## src/hdl/psde_pkg.sv

```systemverilog
// shared types, constants and helper functions of the png stored-deflate encoder
package psde_pkg;

  localparam int DIM_W = 14;
  localparam logic [DIM_W-1:0] MAX_DIMENSION = 14'd16383;
  localparam logic [31:0] CRC_POLY = 32'hedb88320;
  localparam logic [31:0] CRC_INIT = 32'hffffffff;
  localparam logic [16:0] ADLER_MOD = 17'd65521;
  localparam logic [15:0] BLOCK_MAX = 16'hffff;
  localparam logic [31:0] IHDR_LEN = 32'd13;
  localparam logic [31:0] TYPE_IHDR = 32'h49484452;
  localparam logic [31:0] TYPE_IDAT = 32'h49444154;
  localparam logic [31:0] TYPE_IEND = 32'h49454e44;
  localparam logic [7:0] ZLIB_CMF = 8'h78;
  localparam logic [7:0] ZLIB_FLG = 8'h01;
  localparam logic CFG_WIDTH = 1'b0;
  localparam logic CFG_HEIGHT = 1'b1;

  typedef enum logic [4:0] {
    ST_IDLE, ST_SIG, ST_IHDR_LEN, ST_IHDR_TYPE, ST_IHDR_W, ST_IHDR_H, ST_IHDR_TAIL,
    ST_IHDR_CRC, ST_IDAT_LEN, ST_IDAT_TYPE, ST_ZHDR, ST_SCAN, ST_BLKHDR, ST_ADLER,
    ST_IDAT_CRC, ST_IEND_LEN, ST_IEND_TYPE, ST_IEND_CRC
  } state_t;

  typedef struct packed {
    logic       valid;
    logic [7:0] data;
    logic       last;
    logic       fin;
  } byte_beat_t;

  typedef struct packed {
    logic crc_en;
    logic crc_init;
    logic adler_en;
    logic adler_init;
  } sum_ctl_t;

  function automatic logic [31:0] crc_byte(input logic [31:0] c, input logic [7:0] b);
    logic [31:0] r;
    r = c ^ {24'd0, b};
    for (int i = 0; i < 8; i++) begin
      r = (r >> 1) ^ (CRC_POLY & {32{r[0]}});
    end
    return r;
  endfunction

  function automatic logic [7:0] byte_sel(input logic [31:0] w, input logic [1:0] i);
    return w[31 - 8 * i -: 8];
  endfunction

  function automatic logic [7:0] sig_byte(input logic [2:0] i);
    logic [7:0] r;
    unique case (i)
      3'd0: r = 8'h89;
      3'd1: r = 8'h50;
      3'd2: r = 8'h4e;
      3'd3: r = 8'h47;
      3'd4: r = 8'h0d;
      3'd5: r = 8'h0a;
      3'd6: r = 8'h1a;
      default: r = 8'h0a;
    endcase
    return r;
  endfunction

  function automatic logic [7:0] tail_byte(input logic [2:0] i);
    logic [7:0] r;
    unique case (i)
      3'd0: r = 8'd8;
      3'd1: r = 8'd2;
      default: r = 8'd0;
    endcase
    return r;
  endfunction

endpackage

```

## src/hdl/psde_if.sv

```systemverilog
// valid/ready channel interfaces for pixels and packed stream words
interface psde_pix_if;
  logic       valid;
  logic       ready;
  logic [7:0] red;
  logic [7:0] green;
  logic [7:0] blue;
  modport source (output valid, red, green, blue, input ready);
  modport sink (input valid, red, green, blue, output ready);
endinterface

interface psde_word_if;
  logic        valid;
  logic        ready;
  logic [31:0] out_word;
  logic [2:0]  byte_count;
  logic        item_done;
  logic        frame_done;
  modport source (output valid, out_word, byte_count, item_done, frame_done, input ready);
  modport sink (input valid, out_word, byte_count, item_done, frame_done, output ready);
endinterface

```

## src/hdl/psde_checksum.sv

```systemverilog
// byte-wide crc-32 and adler-32 unit shared by every checksummed stream byte
module psde_checksum (
  input  logic                clk,
  input  logic                rst,
  input  psde_pkg::sum_ctl_t  ctl,
  input  logic [7:0]          data,
  output logic [31:0]         crc,
  output logic [15:0]         adler_low,
  output logic [15:0]         adler_high
);
  logic [31:0] crc_base;
  logic [16:0] low_sum;
  logic [16:0] low_mod;
  logic [16:0] high_sum;
  logic [16:0] high_mod;

  always_comb begin
    crc_base = ctl.crc_init ? psde_pkg::CRC_INIT : crc;
    low_sum  = {1'b0, adler_low} + {9'd0, data};
    low_mod  = (low_sum >= psde_pkg::ADLER_MOD) ? low_sum - psde_pkg::ADLER_MOD : low_sum;
    high_sum = {1'b0, adler_high} + low_mod;
    high_mod = (high_sum >= psde_pkg::ADLER_MOD) ? high_sum - psde_pkg::ADLER_MOD : high_sum;
  end

  always_ff @(posedge clk) begin
    if (rst) begin
      crc        <= psde_pkg::CRC_INIT;
      adler_low  <= 16'd1;
      adler_high <= 16'd0;
    end else begin
      if (ctl.crc_en) begin
        crc <= psde_pkg::crc_byte(crc_base, data);
      end
      if (ctl.adler_init) begin
        adler_low  <= 16'd1;
        adler_high <= 16'd0;
      end else if (ctl.adler_en) begin
        adler_low  <= low_mod[15:0];
        adler_high <= high_mod[15:0];
      end
    end
  end
endmodule

```

## src/hdl/psde_packer.sv

```systemverilog
// gathers stream bytes into words of up to four and holds them in an output register
module psde_packer (
  input  logic                  clk,
  input  logic                  rst,
  input  psde_pkg::byte_beat_t  beat,
  output logic                  go,
  psde_word_if.source           out
);
  logic [31:0] acc;
  logic [2:0]  acnt;
  logic        afull;
  logic        alast;
  logic        afin;
  logic        move;

  assign go   = !afull;
  assign move = afull && (!out.valid || out.ready);

  always_ff @(posedge clk) begin
    if (rst) begin
      acnt      <= 3'd0;
      afull     <= 1'b0;
      out.valid <= 1'b0;
      acc       <= 32'd0;
    end else begin
      if (move) begin
        out.valid      <= 1'b1;
        out.out_word   <= acc;
        out.byte_count <= acnt;
        out.item_done  <= alast;
        out.frame_done <= afin;
        acc            <= 32'd0;
        acnt           <= 3'd0;
        afull          <= 1'b0;
      end else begin
        if (out.ready) begin
          out.valid <= 1'b0;
        end
        if (beat.valid) begin
          acc[31 - 8 * acnt[1:0] -: 8] <= beat.data;
          acnt  <= acnt + 3'd1;
          alast <= beat.last;
          afin  <= beat.fin;
          if (acnt == 3'd3 || beat.last) begin
            afull <= 1'b1;
          end
        end
      end
    end
  end
endmodule

```

## src/hdl/png_stored_deflate_encoder_unit.sv

```systemverilog
// top level: configuration, byte sequencer, checksum unit and word packer
// Each pixel is taken into a register and then walked out one stream byte per
// cycle by the sequencer while the packer is not full, every byte passing
// through the single byte-wide crc and adler unit; pixel ready stays low until
// the sequencer is back at rest. A pixel brings a zero filter byte at a row
// start and its three colour bytes; every full word of a pixel's bytes other
// than its last holds the sequencer while it moves to the output register.
// Where a stored-block header falls the pixel adds its five header bytes, the
// first pixel of a frame adds the signature, IHDR, IDAT and zlib headers and
// the last one the adler, crc and IEND trailer, and the output side may stall.
// Results leave through a one-word register, so the next pixel can be taken
// while the last word of this one waits. Width and height are written only
// between frames; writes during a frame are dropped.
module png_stored_deflate_encoder_unit (
  input  logic        clk,
  input  logic        rst,
  input  logic        cfg_wr_en,
  input  logic        cfg_index,
  input  logic [13:0] cfg_data,
  psde_pix_if.sink    pix,
  psde_word_if.source res
);
  psde_pkg::state_t     state, state_next;
  logic [2:0]           idx, idx_next;
  logic [1:0]           pidx, pidx_next;
  logic [13:0]          width, height, col, row;
  logic [7:0]           red_q, green_q, blue_q;
  logic                 in_frame;
  logic [29:0]          total;
  logic [31:0]          idat_len;
  logic [15:0]          block_left;
  logic [29:0]          frame_left;
  logic [15:0]          blk_size;
  logic                 go, emit, accept, pix_end, step_last;
  logic [13:0]          cfg_val;
  psde_pkg::byte_beat_t beat;
  psde_pkg::sum_ctl_t   ctl;
  logic [31:0]          crc;
  logic [15:0]          adler_low, adler_high;
  logic [13:0]          q0;
  logic [16:0]          rem0;
  logic [14:0]          nblk;
  logic [15:0]          row_len;
  logic [29:0]          frame_len;

  assign accept  = pix.valid && pix.ready;
  assign pix.ready = (state == psde_pkg::ST_IDLE);
  assign pix_end = (col + 14'd1 >= width) && (row + 14'd1 >= height);
  assign blk_size = (frame_left > {14'd0, psde_pkg::BLOCK_MAX}) ? psde_pkg::BLOCK_MAX
                                                                 : frame_left[15:0];
  assign cfg_val = (cfg_data == 14'd0) ? 14'd1 : cfg_data;

  // scanline bytes of the frame: (3 * width + 1) * height
  assign row_len   = {1'b0, width, 1'b0} + {2'd0, width} + 16'd1;
  assign frame_len = {14'd0, row_len} * {16'd0, height};

  // block count by 65535 using the 2^16 - 1 folding
  always_comb begin
    q0   = total[29:16];
    rem0 = {1'b0, total[15:0]} + {3'd0, q0};
    if (rem0 >= {1'b0, psde_pkg::BLOCK_MAX}) begin
      nblk = {1'b0, q0} + 15'd1 + {14'd0, (rem0 != {1'b0, psde_pkg::BLOCK_MAX})};
    end else begin
      nblk = {1'b0, q0} + {14'd0, (rem0 != 17'd0)};
    end
  end

  // byte and control outputs of the sequencer
  always_comb begin
    beat = '0;
    ctl  = '0;
    ctl.adler_init = accept && !in_frame;
    unique case (state)
      psde_pkg::ST_SIG:       beat.data = psde_pkg::sig_byte(idx);
      psde_pkg::ST_IHDR_LEN:  beat.data = psde_pkg::byte_sel(psde_pkg::IHDR_LEN, idx[1:0]);
      psde_pkg::ST_IHDR_TYPE: beat.data = psde_pkg::byte_sel(psde_pkg::TYPE_IHDR, idx[1:0]);
      psde_pkg::ST_IHDR_W:    beat.data = psde_pkg::byte_sel({18'd0, width}, idx[1:0]);
      psde_pkg::ST_IHDR_H:    beat.data = psde_pkg::byte_sel({18'd0, height}, idx[1:0]);
      psde_pkg::ST_IHDR_TAIL: beat.data = psde_pkg::tail_byte(idx);
      psde_pkg::ST_IHDR_CRC:  beat.data = psde_pkg::byte_sel(~crc, idx[1:0]);
      psde_pkg::ST_IDAT_LEN:  beat.data = psde_pkg::byte_sel(idat_len, idx[1:0]);
      psde_pkg::ST_IDAT_TYPE: beat.data = psde_pkg::byte_sel(psde_pkg::TYPE_IDAT, idx[1:0]);
      psde_pkg::ST_ZHDR:      beat.data = idx[0] ? psde_pkg::ZLIB_FLG : psde_pkg::ZLIB_CMF;
      psde_pkg::ST_SCAN: begin
        case (pidx)
          2'd0:    beat.data = 8'd0;
          2'd1:    beat.data = red_q;
          2'd2:    beat.data = green_q;
          default: beat.data = blue_q;
        endcase
      end
      psde_pkg::ST_BLKHDR: begin
        case (idx)
          3'd0:    beat.data = {7'd0, ({14'd0, blk_size} == frame_left)};
          3'd1:    beat.data = blk_size[7:0];
          3'd2:    beat.data = blk_size[15:8];
          3'd3:    beat.data = ~blk_size[7:0];
          default: beat.data = ~blk_size[15:8];
        endcase
      end
      psde_pkg::ST_ADLER:     beat.data = psde_pkg::byte_sel({adler_high, adler_low}, idx[1:0]);
      psde_pkg::ST_IDAT_CRC:  beat.data = psde_pkg::byte_sel(~crc, idx[1:0]);
      psde_pkg::ST_IEND_LEN:  beat.data = 8'd0;
      psde_pkg::ST_IEND_TYPE: beat.data = psde_pkg::byte_sel(psde_pkg::TYPE_IEND, idx[1:0]);
      psde_pkg::ST_IEND_CRC:  beat.data = psde_pkg::byte_sel(~crc, idx[1:0]);
      default:                beat.data = 8'd0;
    endcase
    emit = go && (state != psde_pkg::ST_IDLE)
              && !(state == psde_pkg::ST_SCAN && block_left == 16'd0);
    step_last = (state == psde_pkg::ST_SCAN && pidx == 2'd3 && !pix_end)
             || (state == psde_pkg::ST_IEND_CRC && idx == 3'd3);
    beat.valid = emit;
    beat.last  = step_last;
    beat.fin   = (state == psde_pkg::ST_IEND_CRC && idx == 3'd3);
    ctl.crc_en = emit && (state == psde_pkg::ST_IHDR_TYPE || state == psde_pkg::ST_IHDR_W
              || state == psde_pkg::ST_IHDR_H || state == psde_pkg::ST_IHDR_TAIL
              || state == psde_pkg::ST_IDAT_TYPE || state == psde_pkg::ST_ZHDR
              || state == psde_pkg::ST_SCAN || state == psde_pkg::ST_BLKHDR
              || state == psde_pkg::ST_ADLER || state == psde_pkg::ST_IEND_TYPE);
    ctl.crc_init = idx == 3'd0 && (state == psde_pkg::ST_IHDR_TYPE
                || state == psde_pkg::ST_IDAT_TYPE || state == psde_pkg::ST_IEND_TYPE);
    ctl.adler_en = emit && (state == psde_pkg::ST_SCAN);
  end

  // next state
  always_comb begin
    state_next = state;
    idx_next   = idx;
    pidx_next  = pidx;
    unique case (state)
      psde_pkg::ST_IDLE: begin
        if (accept) begin
          state_next = in_frame ? psde_pkg::ST_SCAN : psde_pkg::ST_SIG;
          idx_next   = 3'd0;
          pidx_next  = (col == 14'd0) ? 2'd0 : 2'd1;
        end
      end
      psde_pkg::ST_SCAN: begin
        if (go && block_left == 16'd0) begin
          state_next = psde_pkg::ST_BLKHDR;
          idx_next   = 3'd0;
        end else if (emit) begin
          if (pidx == 2'd3) begin
            state_next = pix_end ? psde_pkg::ST_ADLER : psde_pkg::ST_IDLE;
            idx_next   = 3'd0;
          end else begin
            pidx_next = pidx + 2'd1;
          end
        end
      end
      default: begin
        if (emit) begin
          idx_next = idx + 3'd1;
          unique case (state)
            psde_pkg::ST_SIG:
              if (idx == 3'd7) begin state_next = psde_pkg::ST_IHDR_LEN; idx_next = 3'd0; end
            psde_pkg::ST_IHDR_LEN:
              if (idx == 3'd3) begin state_next = psde_pkg::ST_IHDR_TYPE; idx_next = 3'd0; end
            psde_pkg::ST_IHDR_TYPE:
              if (idx == 3'd3) begin state_next = psde_pkg::ST_IHDR_W; idx_next = 3'd0; end
            psde_pkg::ST_IHDR_W:
              if (idx == 3'd3) begin state_next = psde_pkg::ST_IHDR_H; idx_next = 3'd0; end
            psde_pkg::ST_IHDR_H:
              if (idx == 3'd3) begin state_next = psde_pkg::ST_IHDR_TAIL; idx_next = 3'd0; end
            psde_pkg::ST_IHDR_TAIL:
              if (idx == 3'd4) begin state_next = psde_pkg::ST_IHDR_CRC; idx_next = 3'd0; end
            psde_pkg::ST_IHDR_CRC:
              if (idx == 3'd3) begin state_next = psde_pkg::ST_IDAT_LEN; idx_next = 3'd0; end
            psde_pkg::ST_IDAT_LEN:
              if (idx == 3'd3) begin state_next = psde_pkg::ST_IDAT_TYPE; idx_next = 3'd0; end
            psde_pkg::ST_IDAT_TYPE:
              if (idx == 3'd3) begin state_next = psde_pkg::ST_ZHDR; idx_next = 3'd0; end
            psde_pkg::ST_ZHDR:
              if (idx == 3'd1) begin state_next = psde_pkg::ST_SCAN; idx_next = 3'd0; end
            psde_pkg::ST_BLKHDR:
              if (idx == 3'd4) begin state_next = psde_pkg::ST_SCAN; idx_next = 3'd0; end
            psde_pkg::ST_ADLER:
              if (idx == 3'd3) begin state_next = psde_pkg::ST_IDAT_CRC; idx_next = 3'd0; end
            psde_pkg::ST_IDAT_CRC:
              if (idx == 3'd3) begin state_next = psde_pkg::ST_IEND_LEN; idx_next = 3'd0; end
            psde_pkg::ST_IEND_LEN:
              if (idx == 3'd3) begin state_next = psde_pkg::ST_IEND_TYPE; idx_next = 3'd0; end
            psde_pkg::ST_IEND_TYPE:
              if (idx == 3'd3) begin state_next = psde_pkg::ST_IEND_CRC; idx_next = 3'd0; end
            psde_pkg::ST_IEND_CRC:
              if (idx == 3'd3) begin state_next = psde_pkg::ST_IDLE; idx_next = 3'd0; end
            default: state_next = psde_pkg::ST_IDLE;
          endcase
        end
      end
    endcase
  end

  always_ff @(posedge clk) begin
    if (rst) begin
      state      <= psde_pkg::ST_IDLE;
      idx        <= 3'd0;
      pidx       <= 2'd0;
      width      <= 14'd1;
      height     <= 14'd1;
      in_frame   <= 1'b0;
      col        <= 14'd0;
      row        <= 14'd0;
      block_left <= 16'd0;
      frame_left <= 30'd0;
    end else begin
      state <= state_next;
      idx   <= idx_next;
      pidx  <= pidx_next;
      if (cfg_wr_en && !in_frame) begin
        if (cfg_index == psde_pkg::CFG_WIDTH) width <= cfg_val;
        if (cfg_index == psde_pkg::CFG_HEIGHT) height <= cfg_val;
      end
      if (accept) begin
        red_q   <= pix.red;
        green_q <= pix.green;
        blue_q  <= pix.blue;
        if (!in_frame) begin
          in_frame   <= 1'b1;
          block_left <= 16'd0;
          frame_left <= frame_len;
          total      <= frame_len;
        end
      end
      if (emit && state == psde_pkg::ST_BLKHDR && idx == 3'd4) begin
        block_left <= blk_size;
      end
      if (emit && state == psde_pkg::ST_SCAN) begin
        block_left <= block_left - 16'd1;
        if (frame_left != 30'd0) frame_left <= frame_left - 30'd1;
        if (pidx == 2'd3) begin
          if (col + 14'd1 >= width) begin
            col <= 14'd0;
            row <= (row + 14'd1 >= height) ? 14'd0 : row + 14'd1;
          end else begin
            col <= col + 14'd1;
          end
        end
      end
      if (emit && state == psde_pkg::ST_IEND_CRC && idx == 3'd3) begin
        in_frame <= 1'b0;
      end
    end
  end

  // idat length is registered from total; read only after the signature and ihdr bytes have gone out
  always_ff @(posedge clk) begin
    idat_len <= 32'd6 + ({17'd0, nblk} * 32'd5) + {2'd0, total};
  end

  psde_checksum u_sum (
    .clk(clk), .rst(rst), .ctl(ctl), .data(beat.data),
    .crc(crc), .adler_low(adler_low), .adler_high(adler_high)
  );

  psde_packer u_pack (
    .clk(clk), .rst(rst), .beat(beat), .go(go), .out(res)
  );
endmodule

```

## src/flat_wrapper.sv

```systemverilog
// flat-port wrapper written by rule: the top's interface ports become plain ports
module png_stored_deflate_encoder_unit_flat 
  (clk, rst, cfg_wr_en, cfg_index, cfg_data, pix_valid, pix_red, pix_green, pix_blue, pix_ready, res_valid, res_out_word, res_byte_count, res_item_done, res_frame_done, res_ready);
  psde_pix_if pix_i ();
  psde_word_if res_i ();
  input  logic clk;
  input  logic rst;
  input  logic cfg_wr_en;
  input  logic cfg_index;
  input  logic [13:0] cfg_data;
  input wire logic [$bits(pix_i.valid)-1:0] pix_valid;
  input wire logic [$bits(pix_i.red)-1:0] pix_red;
  input wire logic [$bits(pix_i.green)-1:0] pix_green;
  input wire logic [$bits(pix_i.blue)-1:0] pix_blue;
  output wire logic [$bits(pix_i.ready)-1:0] pix_ready;
  output wire logic [$bits(res_i.valid)-1:0] res_valid;
  output wire logic [$bits(res_i.out_word)-1:0] res_out_word;
  output wire logic [$bits(res_i.byte_count)-1:0] res_byte_count;
  output wire logic [$bits(res_i.item_done)-1:0] res_item_done;
  output wire logic [$bits(res_i.frame_done)-1:0] res_frame_done;
  input wire logic [$bits(res_i.ready)-1:0] res_ready;
  assign pix_i.valid = pix_valid;
  assign pix_i.red = pix_red;
  assign pix_i.green = pix_green;
  assign pix_i.blue = pix_blue;
  assign pix_ready = pix_i.ready;
  assign res_valid = res_i.valid;
  assign res_out_word = res_i.out_word;
  assign res_byte_count = res_i.byte_count;
  assign res_item_done = res_i.item_done;
  assign res_frame_done = res_i.frame_done;
  assign res_i.ready = res_ready;
  png_stored_deflate_encoder_unit u_core (.clk(clk), .rst(rst), .cfg_wr_en(cfg_wr_en), .cfg_index(cfg_index), .cfg_data(cfg_data), .pix(pix_i), .res(res_i));
endmodule
```

## config.mk

```make
export PLATFORM = sky130hd
export DESIGN_NAME = png_stored_deflate_encoder_unit_flat
export DESIGN_NICKNAME = d
export VERILOG_FILES = /design/src/hdl/psde_pkg.sv /design/src/hdl/psde_if.sv /design/src/hdl/psde_checksum.sv /design/src/hdl/psde_packer.sv /design/src/hdl/png_stored_deflate_encoder_unit.sv /design/src/flat_wrapper.sv
export SDC_FILE = /design/constraint.sdc
export NUM_CORES = 2
export LEC_CHECK = 0
export CORE_MARGIN = 2
export CORE_UTILIZATION = 60
export CTS_CLUSTER_DIAMETER = 50
export DETAILED_ROUTE_END_ITERATION = 6
export DONT_BUFFER_PORTS = 1
export PLACE_DENSITY = 0.76
export SLEW_MARGIN = 30
export SYNTH_ARGS = -nofsm -noshare
export SYNTH_HDL_FRONTEND = slang
export SYNTH_SLANG_ARGS = --single-unit
```

## constraint.sdc

```tcl
create_clock -name clk -period 10.1 [get_ports clk]
set_clock_uncertainty 0.05 [all_clocks]
set_input_delay 0.505 -clock clk [delete_from_list [all_inputs] [get_ports clk]]
set_output_delay 0.505 -clock clk [all_outputs]
set_load 0.01 [all_outputs]
```

==> out/qor.yml <==
final_layout:
  syn2layout_area_growth_pct: 8.30
  nets: 3920
  antenna_cells: 0
  drive_gt1_share_pct: 6.19
  final_common_cell: "nor2_1"
  stdcell_area_sq_um: 32100
  final_cell_mix: "358 x nor2_1, 350 x nand2_1, 277 x inv_1"
synth:
  synth_fp_nets: 3964
  yosysSeqAreaShare_pct: 26.0
  synth-async-reset-ratio_pct: 0
  synth.avg_cell_area_sq_um: 8.49
  yosysUniqueCellTypes: 93
  synth_seq_cells: 338
  ys.warnings.count: 0
  synth_edf_count: 93
  ys.flop_type: "dfxtp_1"
  synth_cells: 3485
  synthesis.area_sq_um: 29600
detailed_routing:
  wl_per_cell_um: 21.5
  detail_route.wirelength_um: 89100
  drc: 0
  routed_via_density: 6.27
  first_pass_iters: 7
  vias: 25961
  drt_iter0_drc: 2421
  postRouteAntennaNets: 0
clock_tree:
  cts_root_buf: "clkbuf_16"
  post_cts_buffers: 0
  cts_tree: "yes"
  clock_latency_ns: 0.59
  clk_pin_slew_ns: 0.06
  cts.sinks: 338
  cts_made_buffers: 42
  h-tree-depth: 2
  clk_path_buf_depth: 3
power:
  power.internal_mw: 4.24
  p_sw_mw: 3.49
  p_leak_nw: 13.7
  power_frac_comb_pct: 55.0
  seqPwrFrac_pct: 24.7
  p_per_area_nw_per_um2: 241
  p_sw_share_pct: 45.1
  peakVddDrop_v: 0.000196
  clockPowerShare_pct: 20.3
sta:
  finalCriticalPeriod_ns: 9.43
  layout_setup_ws_ns: 0.673
  slew-limit-headroom_pct: 30.9
  setup_viol: 0
  fmax_mhz: 106
  fin_crit_sh_pct: 93.3
  worst_pin_slew_ns: 1.04
  finalHoldViolCount: 0
  slew_violations: 0
global_route:
  antenna_found_initial: 1
  grtUsageMet2_pct: 59.2
  grtUsageMet1_pct: 43.0
  grt_pass1_vias: 25311
  grtUsageTotal_pct: 34.5
  use_met3_pct: 4.48
  grt_pass1_wl_um: 138000
  top_usage_layer: "met2"
  grt_overflow: 0
  grt_max_degree: 63
die:
  io_pins: 83
  start_util_pct: 60.6
  core_sq_um: 48800
  core.rowCount: 81
  fp.dieW_um: 226
  die_y_um: 226
  dieArea_sq_um: 51100
worst_setup_path:
  r2r-start: "u_core.frame_left[18]$_SDFF_PP0_"
  slowest_stage: "or4b_1"
  worst_setup_path_start_kind: "register"
  slowest_delay_ns: 0.62
  cp.arrival_ns: 9.83
  critPathKind: "reg2reg"
  reg2reg_slack_ns: 0.67
  critPathMaxFanout: 15
  worst_setup_path_end_kind: "register"
  timing.rr.end: "u_core.u_sum.adler_high[8]$_SDFFE_PP0P_"
  ff2ff_path_depth: 35
  cp.required_ns: 10.50
hold_path:
  hold_depth: 2
  hold_class: "in2reg"
  hp-start: "cfg_data[13]"
  holdPathEnd: "u_core.height[13]$_SDFFE_PP0P_"
place:
  place_ws_ns: 0.616
  hpwl_um: 66000
  place_congestion: 1.01
  port_buffers: 0
  postPlaceCellArea_sq_um: 30200
run_status:
  status: "completed"
job:
  drv_cap: 0
layer usage:
metal	routed length [um]	vias up
met2	42900	1065
met5	0	-
li1	-	11947
met3	6080	267
met4	4780	0
met1	35300	12682
how the worst max path moves through the flow:
stage | start | to | slack [ns] | depth (start not counted)
global route | u_core.frame_left[16]$_SDFF_PP0_ | u_core.u_sum.adler_high[8]$_SDFFE_PP0P_ | -0.01 | 35
floorplan | u_core.state[0]$_SDFFE_PP0P_ | u_core.u_sum.adler_high[6]$_SDFFE_PP0P_ | 1.30 | 37
CTS | u_core.frame_left[16]$_SDFF_PP0_ | u_core.u_sum.adler_high[8]$_SDFFE_PP0P_ | 0.58 | 33
finish | u_core.frame_left[18]$_SDFF_PP0_ | u_core.u_sum.adler_high[8]$_SDFFE_PP0P_ | 0.67 | 35
global placement | u_core.frame_left[16]$_SDFF_PP0_ | u_core.u_sum.adler_high[8]$_SDFFE_PP0P_ | 0.77 | 33
detailed placement | u_core.frame_left[16]$_SDFF_PP0_ | u_core.u_sum.adler_high[8]$_SDFFE_PP0P_ | 0.62 | 33
cell families (layout without fill, tap and decap cells):
| kind of cell | count (synthesis) | after routing | synth area share [%] |
|---|---|---|---|
| flops | 338 | 338 | 26.0 |
| fa+ha+maj | 435 | 435 | 22.7 |
| buf+inv | 462 | 451 | 6.04 |
| xor+xnor | 276 | 276 | 8.80 |
| mux | 15 | 15 | 0.524 |
| compound gates | 781 | 781 | 17.1 |
| simple gates | 1178 | 1178 | 18.8 |
state kept, by name, indices dropped and copies added, names as in the netlist, 2 cells and up:
register / count
u_core.height: 14
u_core.u_pack.acnt: 3
u_core.red_q: 8
u_core.u_pack.out.byte_count: 3
u_core.frame_left: 30
u_core.width: 14
u_core.block_left: 16
u_core.total: 30
u_core.u_pack.acc: 32
u_core.idx: 3
u_core.state: 5
u_core.pidx: 2
u_core.row: 14
u_core.idat_len: 31
u_core.blue_q: 8
u_core.green_q: 8
u_core.u_sum.adler_high: 16
u_core.u_pack.out.out_word: 32
u_core.u_sum.crc: 32
u_core.u_sum.adler_low: 16
u_core.col: 14
cells in the mapped netlist, types with 64 or more instances:
| cell type | n | area (sq um) |
|---|---|---|
| nor3_1 | 70 | 350 |
| a22oi_1 | 64 | 480 |
| nand2_1 | 350 | 1310 |
| xor2_1 | 96 | 841 |
| ha_1 | 264 | 3300 |
| inv_1 | 277 | 1040 |
| o21ai_0 | 182 | 911 |
| fa_1 | 171 | 3420 |
| nor2_1 | 366 | 1370 |
| clkbuf_1 | 146 | 548 |
| a21oi_1 | 232 | 1160 |
| edfxtp_1 | 93 | 2790 |
| dfxtp_1 | 245 | 4900 |
| xnor2_1 | 164 | 1440 |
| and2_1 | 79 | 494 |
cell type report:
class,count,area (sq um)
Clock inverter,27,349
Clock buffer,50,1110
Multi-Input combinational cell,2685,20200
Sequential cell,338,7700
Fill cell,3999,16800
Timing Repair Buffer,94,816
Tap cell,664,831
Inverter,280,1060
worst max-delay path: cells and delay by family, from the launching register on:
kind / cells / cell delay [ns]
XOR/XNOR: 4 / 0.86
AO/OA/AOI/OAI: 12 / 2.30
adder cells (fa/ha/maj): 3 / 0.87
flip-flops: 1 / 0.32
AND/OR/NAND/NOR: 13 / 4.40
buffers and inverters: 3 / 0.47
power by group through the flow:
stage | Sequential, mW | Clock (mW) | Combinational, mW
2_1_floorplan | 1.75 | 0 | 3.29
3_3_place_gp | 1.92 | 0 | 3.99
3_5_place_dp | 1.92 | 0 | 4.12
4_1_cts | 1.90 | 1.58 | 4.19
5_1_grt | 1.92 | 1.63 | 4.62
6_report | 1.91 | 1.57 | 4.25
through the flow:
step	power [mW]	util (%)	setup TNS, ns	instances	hold slack (ns)
6_report	7.73	65.6	0	4138	0.0106
5_1_grt	8.16	65.6	-0.0127	4138	0.0103
4_1_cts	7.66	65.5	0	4137	0.00209
3_5_place_dp	6.04	61.9	0	4030	0.372
3_3_place_gp	5.91	61.8	0	4030	0.355
2_1_floorplan	5.04	-	0	3485	0.350
what timing repair did:
item	CTS	global route
hold buffers	30	0
gates resized for setup	0	4
setup endpoints to repair	0	14
hold endpoints to repair	76	0
No activity file was read; power rests on OpenSTA's default activity.
